`src/hdl/scpr_pkg.sv`:
```
`timescale 1ns / 1ps
// shared types and constants for the second chance page replacement block
// no dependencies
package scpr_pkg;
  localparam int FRAMES_DEF = 64;
  localparam int OWNERS_DEF = 16;
  localparam int PAGES_PER_OWNER_DEF = 16;

  localparam int CMD_W = 1;
  localparam int OWNER_W = 4;
  localparam int PIDX_W = 4;
  localparam int STATUS_W = 3;
  localparam int FRAME_W = 6;
  localparam int VPAGE_W = 8;

  typedef enum logic [STATUS_W-1:0] {
    ST_HIT      = 3'd0,
    ST_FILL     = 3'd1,
    ST_REPLACE  = 3'd2,
    ST_NOVICTIM = 3'd3,
    ST_RELEASED = 3'd4,
    ST_ABSENT   = 3'd5
  } status_t;

  localparam logic CMD_ACCESS  = 1'b0;
  localparam logic CMD_RELEASE = 1'b1;

  // datapath operations issued by the controller
  typedef enum logic [2:0] {
    OP_NONE,
    OP_LOAD,     // read page table for the latched request
    OP_SCAN,     // read owner and page of frame at scan pointer
    OP_PLACE,    // install page into selected frame
    OP_HITREF,   // set reference bit on hit frame
    OP_FREE,     // release frame of page
    OP_PTCLR,    // clear presence of the victim page
    OP_REFCLR    // clear reference bit at scan pointer
  } op_t;

  typedef struct packed {
    op_t  op;
    logic scan_rst;
    logic scan_inc;
  } ctl_t;

  typedef struct packed {
    logic in_range;
    logic is_rel;
    logic present;
    logic fr_valid;
    logic fr_ref;
    logic fr_own_eq;
    logic scan_last;
    logic vp_in_range;
  } sts_t;
endpackage

```
`src/hdl/scpr_if.sv`:
```
`timescale 1ns / 1ps
// valid/ready channel interface carrying a generic payload
// depends on nothing
interface scpr_if #(parameter int W = 1) (input logic clk);
  logic         valid;
  logic         ready;
  logic [W-1:0] data;
  modport source (output valid, output data, input ready);
  modport sink (input valid, input data, output ready);
endinterface

```
`src/hdl/second_chance_page_replacement.sv`:
```
`timescale 1ns / 1ps
// second chance page replacement over a shared pool of physical frames
// input channel: cmd, owner, page_index; result channel: status, frame, victim_page
// one result transaction per input transaction, in order
// hit, fill, release and out of range requests go through the lookup, decode and
// output states before the result is valid
// a fault with no free frame sweeps frames through the scan and evaluate states, up to
// two passes, and evicts the victim it finds before the output state
// one request is in flight at a time; input is taken again once the result
// register is empty or being drained
// synchronous reset empties every frame and marks every page absent
// a stalled result holds its register and stops new input until it is taken
// depends on scpr_pkg, scpr_if, scpr_ctrl, scpr_datapath
module second_chance_page_replacement #(
  parameter int FRAMES = scpr_pkg::FRAMES_DEF,
  parameter int OWNERS = scpr_pkg::OWNERS_DEF,
  parameter int PAGES_PER_OWNER = scpr_pkg::PAGES_PER_OWNER_DEF
) (
  input  logic clk,
  input  logic rst_n,
  scpr_if.sink   in_ch,
  scpr_if.source out_ch
);
  import scpr_pkg::*;

  ctl_t ctl;
  sts_t sts;
  logic ld;
  logic [FRAME_W-1:0] res_frame;
  logic [VPAGE_W-1:0] res_vpage;
  logic [STATUS_W-1:0] o_st;
  logic [FRAME_W-1:0] o_fr;
  logic [VPAGE_W-1:0] o_vp;

  // in payload: {cmd, owner, page_index}; out payload: {status, frame, victim_page}
  scpr_ctrl #(.FRAMES(FRAMES)) u_ctrl (
    .clk, .rst_n,
    .in_valid(in_ch.valid), .in_ready(in_ch.ready),
    .ld, .ctl, .sts, .res_frame, .res_vpage,
    .out_valid(out_ch.valid), .out_ready(out_ch.ready),
    .out_status(o_st), .out_frame(o_fr), .out_victim_page(o_vp)
  );

  scpr_datapath #(.FRAMES(FRAMES), .OWNERS(OWNERS), .PAGES_PER_OWNER(PAGES_PER_OWNER)) u_dp (
    .clk, .rst_n, .ld,
    .in_cmd(in_ch.data[8]), .in_owner(in_ch.data[7:4]), .in_page_index(in_ch.data[3:0]),
    .ctl, .sts, .res_frame, .res_vpage
  );

  assign out_ch.data = {o_st, o_fr, o_vp};
endmodule

```
`src/hdl/scpr_datapath.sv`:
```
`timescale 1ns / 1ps
// frame table, page table and scan pointer of the replacement block
// depends on scpr_pkg
module scpr_datapath #(
  parameter int FRAMES = 64,
  parameter int OWNERS = 16,
  parameter int PAGES_PER_OWNER = 16
) (
  input  logic                   clk,
  input  logic                   rst_n,
  input  logic                   ld,
  input  logic                   in_cmd,
  input  logic [scpr_pkg::OWNER_W-1:0] in_owner,
  input  logic [scpr_pkg::PIDX_W-1:0]  in_page_index,
  input  scpr_pkg::ctl_t         ctl,
  output scpr_pkg::sts_t         sts,
  output logic [scpr_pkg::FRAME_W-1:0] res_frame,
  output logic [scpr_pkg::VPAGE_W-1:0] res_vpage
);
  import scpr_pkg::*;

  localparam int NPAGES = OWNERS * PAGES_PER_OWNER;
  localparam int FW = (FRAMES > 1) ? $clog2(FRAMES) : 1;
  localparam int GW = (NPAGES > 1) ? $clog2(NPAGES) : 1;
  localparam int GXW = OWNER_W + PIDX_W + 12;

  // frame table: valid and ref bits in flops, page and owner in memory
  logic [FRAMES-1:0] fvalid_r, fref_r;
  logic [GW-1:0]     fpage_mem [FRAMES];
  logic [OWNER_W-1:0] fown_mem [FRAMES];
  logic [NPAGES-1:0] present_r;
  logic [FW-1:0]     pframe_mem [NPAGES];

  logic              cmd_r;
  logic [OWNER_W-1:0] own_r;
  logic [GW-1:0]     gid_r;
  logic              inr_r;
  logic [FW-1:0]     scan_r;
  logic [FW-1:0]     hitf_r;
  logic [GW-1:0]     vpage_r;
  logic [OWNER_W-1:0] rown_r;
  logic [FW-1:0]     freef;
  logic              anyfree;
  logic [GXW-1:0]    gid_x;

  assign gid_x = GXW'(in_owner) * GXW'(PAGES_PER_OWNER) + GXW'(in_page_index);

  // lowest free frame, priority encoder
  always_comb begin
    freef = '0;
    anyfree = 1'b0;
    for (int i = FRAMES - 1; i >= 0; i--) begin
      if (!fvalid_r[i]) begin
        freef = FW'(i);
        anyfree = 1'b1;
      end
    end
  end

  // request latch and table reads
  always_ff @(posedge clk) begin
    if (ld) begin
      cmd_r <= in_cmd;
      own_r <= in_owner;
      gid_r <= GW'(gid_x);
      inr_r <= (32'(in_owner) < OWNERS) && (32'(in_page_index) < PAGES_PER_OWNER);
    end
    if (ctl.op == OP_LOAD) hitf_r <= pframe_mem[gid_r];
    if (ctl.op == OP_SCAN) begin
      vpage_r <= fpage_mem[scan_r];
      rown_r <= fown_mem[scan_r];
    end
  end

  // scan pointer, starts on the lowest free frame when one exists
  always_ff @(posedge clk) begin
    if (!rst_n) scan_r <= '0;
    else if (ctl.scan_rst) scan_r <= anyfree ? freef : '0;
    else if (ctl.scan_inc) scan_r <= (32'(scan_r) == FRAMES - 1) ? '0 : scan_r + 1'b1;
  end

  // table updates
  always_ff @(posedge clk) begin
    if (!rst_n) begin
      fvalid_r <= '0;
      fref_r <= '0;
      present_r <= '0;
    end else begin
      case (ctl.op)
        OP_PLACE: begin
          fvalid_r[scan_r] <= 1'b1;
          fref_r[scan_r] <= 1'b1;
          present_r[gid_r] <= 1'b1;
        end
        OP_HITREF: fref_r[hitf_r] <= 1'b1;
        OP_FREE: begin
          fvalid_r[hitf_r] <= 1'b0;
          fref_r[hitf_r] <= 1'b0;
          present_r[gid_r] <= 1'b0;
        end
        OP_REFCLR: fref_r[scan_r] <= 1'b0;
        OP_PTCLR: if (32'(vpage_r) < NPAGES) present_r[vpage_r] <= 1'b0;
        default: ;
      endcase
    end
  end

  // memory writes
  always_ff @(posedge clk) begin
    if (ctl.op == OP_PLACE) begin
      fpage_mem[scan_r] <= gid_r;
      fown_mem[scan_r] <= own_r;
      pframe_mem[gid_r] <= scan_r;
    end
  end

  assign sts.in_range = inr_r;
  assign sts.is_rel = (cmd_r == CMD_RELEASE);
  assign sts.present = present_r[gid_r];
  assign sts.fr_valid = anyfree;
  assign sts.fr_ref = fref_r[scan_r];
  assign sts.fr_own_eq = (rown_r == own_r);
  assign sts.scan_last = (32'(scan_r) == FRAMES - 1);
  assign sts.vp_in_range = 1'b1;

  assign res_frame = FRAME_W'(ctl.op == OP_HITREF || ctl.op == OP_FREE ? hitf_r : scan_r);
  assign res_vpage = VPAGE_W'(vpage_r);
endmodule

```
`src/hdl/scpr_ctrl.sv`:
```
`timescale 1ns / 1ps
// controller sequencing lookup, fill and second chance sweep
// depends on scpr_pkg
module scpr_ctrl #(
  parameter int FRAMES = 64
) (
  input  logic                   clk,
  input  logic                   rst_n,
  input  logic                   in_valid,
  output logic                   in_ready,
  output logic                   ld,
  output scpr_pkg::ctl_t         ctl,
  input  scpr_pkg::sts_t         sts,
  input  logic [scpr_pkg::FRAME_W-1:0] res_frame,
  input  logic [scpr_pkg::VPAGE_W-1:0] res_vpage,
  output logic                   out_valid,
  input  logic                   out_ready,
  output logic [scpr_pkg::STATUS_W-1:0] out_status,
  output logic [scpr_pkg::FRAME_W-1:0]  out_frame,
  output logic [scpr_pkg::VPAGE_W-1:0]  out_victim_page
);
  import scpr_pkg::*;

  typedef enum logic [2:0] {S_IDLE, S_LOOK, S_DEC, S_SCAN, S_EVAL, S_EVICT, S_OUT} state_t;

  state_t state_r, state_nxt;
  logic   pass_r, pass_nxt;
  logic   ov_r, ov_nxt;
  logic [STATUS_W-1:0] st_r, st_nxt;
  logic [FRAME_W-1:0]  fr_r, fr_nxt;
  logic [VPAGE_W-1:0]  vp_r, vp_nxt;

  assign in_ready = (state_r == S_IDLE) && !(ov_r && !out_ready);
  assign ld = in_valid && in_ready;
  assign out_valid = ov_r;
  assign out_status = st_r;
  assign out_frame = fr_r;
  assign out_victim_page = vp_r;

  // next state and datapath commands
  always_comb begin
    state_nxt = state_r;
    pass_nxt = pass_r;
    ov_nxt = ov_r && !out_ready;
    st_nxt = st_r;
    fr_nxt = fr_r;
    vp_nxt = vp_r;
    ctl = '{op: OP_NONE, scan_rst: 1'b0, scan_inc: 1'b0};
    case (state_r)
      S_IDLE: if (ld) state_nxt = S_LOOK;
      S_LOOK: begin
        ctl.op = OP_LOAD;
        ctl.scan_rst = 1'b1;
        state_nxt = S_DEC;
      end
      S_DEC: begin
        fr_nxt = '0;
        vp_nxt = '0;
        state_nxt = S_OUT;
        pass_nxt = 1'b0;
        if (!sts.in_range) begin
          st_nxt = sts.is_rel ? ST_ABSENT : ST_NOVICTIM;
        end else if (sts.is_rel) begin
          if (sts.present) begin
            ctl.op = OP_FREE;
            st_nxt = ST_RELEASED;
            fr_nxt = res_frame;
          end else st_nxt = ST_ABSENT;
        end else if (sts.present) begin
          ctl.op = OP_HITREF;
          st_nxt = ST_HIT;
          fr_nxt = res_frame;
        end else if (sts.fr_valid) begin
          ctl.op = OP_PLACE;
          st_nxt = ST_FILL;
          fr_nxt = res_frame;
        end else state_nxt = S_SCAN;
      end
      S_SCAN: begin
        // read owner and page of frame at scan pointer
        ctl.op = OP_SCAN;
        state_nxt = S_EVAL;
      end
      S_EVAL: begin
        if (!sts.fr_own_eq && !sts.fr_ref) state_nxt = S_EVICT;
        else begin
          // a foreign frame with its ref set loses it and is passed over
          if (!sts.fr_own_eq) ctl.op = OP_REFCLR;
          ctl.scan_inc = 1'b1;
          state_nxt = S_SCAN;
          if (sts.scan_last) begin
            if (pass_r) begin
              st_nxt = ST_NOVICTIM;
              fr_nxt = '0;
              vp_nxt = '0;
              state_nxt = S_OUT;
            end
            pass_nxt = 1'b1;
          end
        end
      end
      S_EVICT: begin
        ctl.op = OP_PTCLR;
        st_nxt = ST_REPLACE;
        fr_nxt = res_frame;
        vp_nxt = res_vpage;
        state_nxt = S_OUT;
      end
      S_OUT: begin
        if (st_r == ST_REPLACE) ctl.op = OP_PLACE;
        ov_nxt = 1'b1;
        state_nxt = S_IDLE;
      end
      default: state_nxt = S_IDLE;
    endcase
  end

  always_ff @(posedge clk) begin
    if (!rst_n) begin
      state_r <= S_IDLE;
      pass_r <= 1'b0;
      ov_r <= 1'b0;
    end else begin
      state_r <= state_nxt;
      pass_r <= pass_nxt;
      ov_r <= ov_nxt;
    end
    st_r <= st_nxt;
    fr_r <= fr_nxt;
    vp_r <= vp_nxt;
  end
endmodule

```
`src/flat_wrapper.sv`:
```
// flat-port wrapper written by rule: the top's interface ports become plain ports
module second_chance_page_replacement_flat import scpr_pkg::*;
#(
  parameter int FRAMES = scpr_pkg::FRAMES_DEF,
  parameter int OWNERS = scpr_pkg::OWNERS_DEF,
  parameter int PAGES_PER_OWNER = scpr_pkg::PAGES_PER_OWNER_DEF
)
  (clk, rst_n, in_ch_valid, in_ch_data, in_ch_ready, out_ch_valid, out_ch_data, out_ch_ready);
  scpr_if #(.W((CMD_W + OWNER_W + PIDX_W))) in_ch_i (.clk(clk));
  scpr_if #(.W((STATUS_W + FRAME_W + VPAGE_W))) out_ch_i (.clk(clk));
  input  logic clk;
  input  logic rst_n;
  input wire logic [$bits(in_ch_i.valid)-1:0] in_ch_valid;
  input wire logic [$bits(in_ch_i.data)-1:0] in_ch_data;
  output wire logic [$bits(in_ch_i.ready)-1:0] in_ch_ready;
  output wire logic [$bits(out_ch_i.valid)-1:0] out_ch_valid;
  output wire logic [$bits(out_ch_i.data)-1:0] out_ch_data;
  input wire logic [$bits(out_ch_i.ready)-1:0] out_ch_ready;
  assign in_ch_i.valid = in_ch_valid;
  assign in_ch_i.data = in_ch_data;
  assign in_ch_ready = in_ch_i.ready;
  assign out_ch_valid = out_ch_i.valid;
  assign out_ch_data = out_ch_i.data;
  assign out_ch_i.ready = out_ch_ready;
  second_chance_page_replacement #(.FRAMES(FRAMES), .OWNERS(OWNERS), .PAGES_PER_OWNER(PAGES_PER_OWNER)) u_core (.clk(clk), .rst_n(rst_n), .in_ch(in_ch_i), .out_ch(out_ch_i));
endmodule
```
`config.mk`:
```
export PLATFORM = sky130hd
export DESIGN_NAME = second_chance_page_replacement_flat
export DESIGN_NICKNAME = d
export VERILOG_FILES = /design/src/hdl/scpr_pkg.sv /design/src/hdl/scpr_if.sv /design/src/hdl/second_chance_page_replacement.sv /design/src/hdl/scpr_datapath.sv /design/src/hdl/scpr_ctrl.sv /design/src/flat_wrapper.sv
export SDC_FILE = /design/constraint.sdc
export NUM_CORES = 2
export LEC_CHECK = 0
export ABC_AREA = 1
export BUFFER_PORTS_ARGS = -buffer_cell sky130_fd_sc_hd__buf_2
export CORE_MARGIN = 10
export CORE_UTILIZATION = 29
export DETAILED_ROUTE_END_ITERATION = 12
export MAX_ROUTING_LAYER = met4
export SLEW_MARGIN = 15
export SYNTH_ARGS = -nofsm -noshare
export SYNTH_HDL_FRONTEND = slang
export SYNTH_SLANG_ARGS = --single-unit
```
`constraint.sdc`:
```
create_clock -name clk -period 7.5 [get_ports clk]
set_input_delay 0.375 -clock clk [delete_from_list [all_inputs] [get_ports clk]]
set_output_delay 0.375 -clock clk [all_outputs]
set_load 0.1 [all_outputs]
```
* After elaboration in Yosys (flattened, before gate mapping)
Memory sizes are Yosys's and may differ from the RTL's. A register that Yosys moved wholly into a read port is not among the register bits.
Index checks and enable logic that the tools add are counted.
** Cells by class
- Add/sub/neg operators :: 2
- Magnitude comparators :: 8
- Equality and inequality tests :: 21
- Muxes and demuxes :: 193
- Bitwise operators :: 13
- Reductions and logical operators :: 23
** Operators with widths (number)
- case mux 256 bit (3 select lines) :: 1
- AND 256 bit :: 2
- inverter 256 bit :: 2
- 2-to-1 mux 6 bit :: 76
- bitwise OR 256 bit :: 1
- case mux 64 bit (4 select lines) :: 1
- AND 64 bit :: 3
- bitwise OR 64 bit :: 3
- inverter 64 bit :: 2
- case mux 64 bit (2 select lines) :: 1
- 2-to-1 mux 1 bit :: 79
- 2-to-1 mux 3 bit :: 18
- case mux 3 bit (6 select lines) :: 2
- 2-to-1 mux 8 bit :: 3
- case mux 8 bit (3 select lines) :: 1
- equality test 3 bit (second input constant) :: 7
- < comparator 8 x 9 -> 1 bit (second input constant) :: 2
- case mux 6 bit (3 select lines) :: 1
- demux 1 bit (select 8 bit) :: 2
- greater-or-equal comparator 8 x 1 -> 1 bit (second input constant) :: 2
- equality test 3 x 2 -> 1 bit (second input constant) :: 5
- < comparator 6 x 7 -> 1 bit (second input constant) :: 2
- demux 1 bit (select 6 bit) :: 2
- greater-or-equal comparator 6 x 1 -> 1 bit (second input constant) :: 2
- other kinds (23) :: 40
** Storage, ports and cells
- Register bits :: 425
- Bits in writable memories :: 2304
- Input bits :: 13
- Output and inout port bits :: 19
- Logic and storage cells :: 276
- Memories kept :: 3
** Memories
- u_core.u_dp.pframe_mem :: depth 256, bits a word 6, rd ports 1, clocked after Yosys merged registers in 1, wr ports 1, RTL line scpr_datapath.sv:32 : logic [FW-1:0] pframe_mem [NPAGES];
- u_core.u_dp.fpage_mem :: depth 64, bits a word 8, rd ports 1, clocked after Yosys merged registers in 1, wr ports 1, RTL line scpr_datapath.sv:29 : logic [GW-1:0] fpage_mem [FRAMES];
- u_core.u_dp.fown_mem :: depth 64, bits a word 4, rd ports 1, clocked after Yosys merged registers in 1, wr ports 1, RTL line scpr_datapath.sv:30 : logic [OWNER_W-1:0] fown_mem [FRAMES];

* Logic depth before layout (Yosys ltp)
- Depth in word-level cells :: 75
- Mapped depth :: 62
- Depth with buffers taken out :: 62

* Hierarchy
A second synthesis with hierarchy kept.
** Unflattened totals
- Cell total of the unflattened synthesis :: 8528
- Area, all modules :: 102349.4 µm²
** Modules (own cells, without submodules)
- scpr_datapath :: times used 1, cells an instance 8385, area an instance 101217.1 µm², sequential area each 69997.1 µm²
- scpr_ctrl :: times used 1, cells an instance 143, area an instance 1132.3 µm², sequential area each 610.6 µm²

* Worst setup path after synthesis
OpenSTA, ideal clock, no wires.
- Path type :: reg-to-reg
- Start :: register u_core.u_dp.scan_r[1]
- End :: memory u_core.u_dp.fown_mem[48][0], enable pin
- Setup time :: 0.370 ns
- Data arrival time :: 7.144 ns
- Data required time :: 7.130 ns
- Setup slack :: -0.014 ns
- Cell stages (with the launch flop) :: 19
- Path buffers :: 6
- Clock period less this slack :: 7.514 ns
- Cells stage by stage :: dfxtp_1 > nor3_1 > inv_1 > clkbuf_1 > o22ai_1 > nor3_1 > o221ai_1 > a221oi_1 > nand2_1 > nand2_1 > inv_1 > clkbuf_1 > nor3_1 > nand2_1 > clkbuf_1 > buf_2 > buf_2 > buf_1 > nor2_1
** On the way
- Longest elaborated chain between the ends :: 9
** RTL lines
- start: declaration :: RTL line scpr_datapath.sv:38 : logic [FW-1:0] scan_r;
- start signal: assignment :: RTL line scpr_datapath.sv:78 : else if (ctl.scan_rst) scan_r <= anyfree ? freef : '0;
- start signal: assignment :: RTL line scpr_datapath.sv:79 : else if (ctl.scan_inc) scan_r <= (32'(scan_r) == FRAMES - 1) ? '0 : scan_r + 1'b1;
- binary-select mux 1 bit (select 6 bit) :: RTL line scpr_datapath.sv:121 : assign sts.fr_ref = fref_r[scan_r];
- 2-to-1 mux 1 bit (implied by the code) :: RTL line scpr_datapath.sv:121
- zero test 1 bit :: RTL line scpr_ctrl.sv:85 : if (!sts.fr_own_eq && !sts.fr_ref) state_nxt = S_EVICT;
- logical AND 1 bit :: RTL line scpr_ctrl.sv:85
- 2-to-1 mux 3 bit :: RTL line scpr_ctrl.sv:85
- case mux 3 bit (6 select lines) :: RTL line scpr_ctrl.sv:49 : case (state_r)
- equality test 3 x 2 -> 1 bit :: RTL line scpr_datapath.sv:110 : if (ctl.op == OP_PLACE) begin
- 2-to-1 mux 1 bit :: RTL line scpr_datapath.sv:110
- 2-to-1 mux 1 bit (implied by the code) :: RTL line scpr_datapath.sv:112 : fown_mem[scan_r] <= own_r;
- end: declaration :: RTL line scpr_datapath.sv:30
Parallel ways exist; a longest one is shown, timed or not. The select of a mux whose other input is x is not followed.

* Worst setup path in the final report
- Start :: register u_core.u_dp.scan_r[2]
- End :: register u_core.u_dp.present_r[218]
** On the way
- Longest elaborated chain between the ends :: 8
- Elaborated cells on any way between the ends :: 11
** RTL lines
- binary-select mux 1 bit (select 6 bit) * :: RTL line scpr_datapath.sv:121
- 2-to-1 mux 1 bit (implied by the code) * :: RTL line scpr_datapath.sv:121
- zero test 1 bit * :: RTL line scpr_ctrl.sv:85
- logical AND 1 bit * :: RTL line scpr_ctrl.sv:85
- 2-to-1 mux 3 bit * :: RTL line scpr_ctrl.sv:85
- case mux 3 bit (6 select lines) * :: RTL line scpr_ctrl.sv:49
- equality test 3 bit / equality test 3 x 2 -> 1 bit (equally long branches) :: RTL line scpr_datapath.sv:89 : case (ctl.op)
- case mux 256 bit (3 select lines) / nonzero test 3 bit (equally long branches)
- end signal: assignment :: RTL line scpr_datapath.sv:87 : present_r <= '0;
- end signal: indexed assignment :: RTL line scpr_datapath.sv:93 : present_r[gid_r] <= 1'b1;
- end signal: indexed assignment :: RTL line scpr_datapath.sv:99 : present_r[gid_r] <= 1'b0;
- end: declaration :: RTL line scpr_datapath.sv:31 : logic [NPAGES-1:0] present_r;
Every way passes the cells marked *; elsewhere a longest branch is shown, timed or not. The select of a mux whose other input is x is not followed.
A chain may end at the register's enable or synchronous reset.

==> summary.md <==
| Metric | Value |
|---|---|
| Status | finished, final reports clean |
| Via density | approximately 5.7 |
| Setup TNS | 0 ns |
| Warnings from Yosys | 0 |
| Finish-stage setup viols | 0 |
| Non-Filler Instances | 13100 |
| Root buffer cell | clkbuf_16 |
| Register area | between 70000 and 80000 µm² |
| Core area | ~350000 µm² |
| TritonCTS clock tree | built |
| WL final | 348000 µm |
| Critical Path AT | between 7 and 8 ns |
| Grt ovf | 0 |
| Skew-Pair Late Insertion Delay | roughly 0.86 ns |
| Power per cell area | 324 nW/µm² |
| Setup repair after global routing missed its margin | no |
| Largest cells by area after synthesis | edfxtp_1 (62%), dfxtp_1 (7.8%), a22oi_1 (6.6%), a21oi_1 (3.0%), o21ai_0 (2.6%) |
| Kind of critical path | reg -> reg |
| Main synth FF type | edfxtp_1 |
| Starting Density | between 20 and 30% |
| Number of synthesized flops with an enable pin | 2088 |
| Synthesized instance count | 8341 |
| Final nets | around 8300 |
| Layout area overhead | 14.4% |
| Die H | between 600 and 700 µm |
| Synth area leader | edfxtp_1 |
| Worst-case vdd ir drop | 0.000220 V |
| Hold Violations, Final | 0 |
| Mapped Nets | 8355 |
| Worst-margin pin slew | roughly 1.4 ns |
| Multi-input logic area | approximately 26000 µm² |
| DRT Pass-1 Iters | 8 |
| Clock Pin Slew Worst Setup and Hold Paths | around 0.06 ns |
| DR DRC count | 0 |
| DR iter-0 viols | 12100 |
| Die Area | roughly 370000 µm² |
| CTS max path bufs | 4 |
| Slowest stage delay, CP | 1.02 ns |
| Critical path's slowest cell | nor3_1 |
| Pins Over Slew Limit | 0 |
| Worst Clk Skew | between 0.09 and 0.1 ns |
| RD Place Congestion | ~0.97 |
| Share of cells above drive strength 1 | roughly 8.9% |
| FF+latch count, synth | ~2500 |
| Number of fill cells in the layout | between 30000 and 40000 |
| Max-cap violations | 0 |
| Initial antenna violation count | 9 |
| Critical path cell sequence | nor3_2 > inv_1 > o22ai_1 > a221oi_1 > o2111ai_1 > a221oi_1 > nand2_1 > nand2_2 > inv_1 > nor3_1 > nand2_4 > buf_12 > nor3_1 > o21ai_0 > a311oi_1 |
| Sink Count | approximately 2500 |
| HP Class | in -> reg |
| Io pins | 32 |
| Post-route ant nets | 0 |
| Critical Path Fanout Max | 92 |
| Row count | approximately 220 |
| Post-DP HPWL | approximately 210000 µm |
| Post-synthesis sequential area ratio | a little over two thirds |
| Crit path capture type | register |
| CP delay by family, top | simple AND/OR/NAND/NOR gates |
| WL per Instance | 26.5 µm |
| Async SR Flop Fraction | 0% |
| First-pass GRT wire length | around 500000 µm |
| Cell area after synthesis | between 100000 and 150000 µm² |
| Buffers & Inverters on Critical Path | 3 |
| Placed cell count | between 10000 and 15000 |
| Die Wd | 610 µm |
| Largest net degree at the start of global routing | between 150 and 200 |
| Port Buf Inserts | 31 |
| Syn_area_per_cell | 12.1 µm² |
| Max_slew headroom | under 10% |
| Max H-tree Level | 5 |
| Synth cell types | 52 |
| Fin crit period | 6.34 ns |
| Part of the cycle the worst path needs | a little over four fifths |
| Vias in the first global route | roughly 71000 |
| Max Freq | ~160 MHz |
| Vias | ~75000 |
| Total track usage | approximately 18% |
| Post-synth top area share | 62.0% |
| Num CTS Buffers | ~270 |
| CP Launch Type | register |
| P_leak | 0.0343 µW |
| CP Data Required Time | about 8.3 ns |
placed cells by master (no fill, tap or decap), drive strengths merged, types with 4 or more instances in the layout:
master,count
a21oi,629
clkinvlp,9
a31oi,26
o211ai,9
nand4,152
a221oi,71
o41ai,11
nand3,174
dfxtp,395
o2111ai,5
clkinv,121
nor4,87
nor3,353
a21o,5
a211oi,15
xor2,4
a311oi,106
a22oi,884
bufinv,18
or4,13
a41oi,6
diode,10
o21ai,523
inv,604
dlygate4sd3,11
a22o,79
buf,307
a2111oi,40
nand2,647
nor2,653
clkbuf,326
o22ai,120
edfxtp,2088
o221ai,7
o22a,4
synth_stat cells, types with 5 or more instances:
cell       number
buf_6          11
o221ai_1        7
o2111ai_1       5
nor4_1         87
o211ai_1        9
a22o_1         79
clkinv_1       22
o21ai_0       523
edfxtp_1     2088
clkbuf_1      501
a2111oi_0      40
a22oi_1       884
a21oi_2        20
nand4_1       151
nand2_1       644
a211oi_1       15
dfxtp_1       395
a311oi_1      106
a41oi_1         6
a21oi_1       608
inv_1         591
o41ai_1        11
buf_2          11
nand3_1       174
a31oi_1        26
or4_1          13
a221oi_1       71
nor2_1        648
o22ai_1       120
buf_1          79
nor2_2          5
nor3_1        353
a21o_1          5
cell families (layout without fill, tap and decap cells):
family / after synthesis / count (layout) / share of synthesized area [%]
AOI/OAI and AO/OA: 2552 / 2552 / 16.4
DFF: 2483 / 2483 / 69.8
and+or+nand+nor: 2082 / 2082 / 9.07
buffers and inverters: 1219 / 1396 / 4.62
xor gates and xnor gates: 4 / 4 / 0.0346
adders and majority gates: 1 / 1 / 0.0124
other: 0 / 10 / 0
worst register-to-register path: stages, from the launching register on:
cell	delay, ns
dfxtp_4	0.84
nor3_2	0.12
inv_1	0.58
o22ai_1	0.26
a221oi_1	0.40
o2111ai_1	0.25
a221oi_1	0.52
nand2_1	0.21
nand2_2	0.11
inv_1	0.34
nor3_1	0.44
nand2_4	0.29
buf_12	0.29
nor3_1	1.17
o21ai_0	0.20
a311oi_1	0.25
path summary, 6_finish.rpt:
kind | end | startpoint | slack [ns] | depth (start not counted)
hold / removal | u_core.u_dp.cmd_r$_DFFE_PP_ | in_ch_data[8] | 0.34 | 2
hold reg to reg | u_core.u_dp.fref_r[45]$_SDFFE_PN0P_ | u_core.u_dp.fref_r[45]$_SDFFE_PN0P_ | 0.46 | 2
setup reg to reg | u_core.u_dp.present_r[218]$_SDFFE_PN0P_ | u_core.u_dp.scan_r[2]$_SDFFE_PN0P_ | 1.16 | 15
setup / recovery | u_core.u_dp.present_r[218]$_SDFFE_PN0P_ | u_core.u_dp.scan_r[2]$_SDFFE_PN0P_ | 1.16 | 15
through the flow:
step	utilization [%]	instance area, µm²	setup slack (ns)	total power, µW	hold WS (ns)
after CTS	33.3	116000	1.50	37400	0.304
after global placement	30.9	107000	1.62	24600	0.443
after floorplan	-	101000	0.0230	20900	0.428
final	33.3	116000	1.16	37500	0.344
after detailed placement	30.9	107000	1.49	24700	0.448
after global routing	33.3	116000	1.10	38400	0.331
sequential cells by signal, indices dropped and copies added, names as in the netlist:
signal                         flops
u_core.u_dp.hitf_r                 6
u_core.u_dp.fpage_mem            320
u_core.u_ctrl.pass_r               1
u_core.u_dp.pframe_mem          1536
u_core.u_dp.present_r            256
u_core.u_dp.fown_mem             192
u_core.u_dp.cmd_r                  1
u_core.u_dp.gid_r                  4
u_core.u_ctrl.out_status           3
u_core.u_dp.fref_r                64
u_core.u_dp.fvalid_r              64
u_core.u_dp.rown_r                 3
u_core.u_ctrl.out_valid            1
u_core.u_ctrl.out_frame            6
u_core.u_ctrl.out_victim_page      8
u_core.u_dp.own_r                  4
u_core.u_ctrl.state_r              3
u_core.u_dp.scan_r                 6
u_core.u_dp.res_vpage              5
per-layer routing:
metal | vias up | part of all wire [%] | global-route usage, % | wire (µm)
li1 | 31600 | - | - | -
met1 | 36800 | 39 | 23.4 | 135000
met2 | 5032 | 44 | 26.6 | 152000
met4 | 0 | 5.9 | 8.77 | 20500
met5 | - | 0 | - | 0
met3 | 1106 | 12 | 4.53 | 40800
layout make-up:
cell class / instances / area share (%)
multi-input combinational: 4639 / 22.5
timing repair buffer: 318 / 2.16
clock inverter: 136 / 1.09
sequential: 2483 / 61.1
antenna: 10 / 0.0216
clock buffer: 326 / 6.15
tap: 4578 / 4.95
inverter: 616 / 2.02
where the power goes:
part           switching (µW)  leakage (µW)  total [µW]  internal [µW]
Combinational            6500       0.00856        8170           1660
Clock                    5480       0.00407       12900           7390
Sequential                320        0.0217       16500          16100
Total                   12300        0.0343       37500          25200
repair_timing:
item	CTS	global route
hold endpoints to repair	41	0
buffers inserted	0	0
hold buffers	11	0
gates resized for setup	0	0
Note: power is estimated with default switching activity, not from simulation.
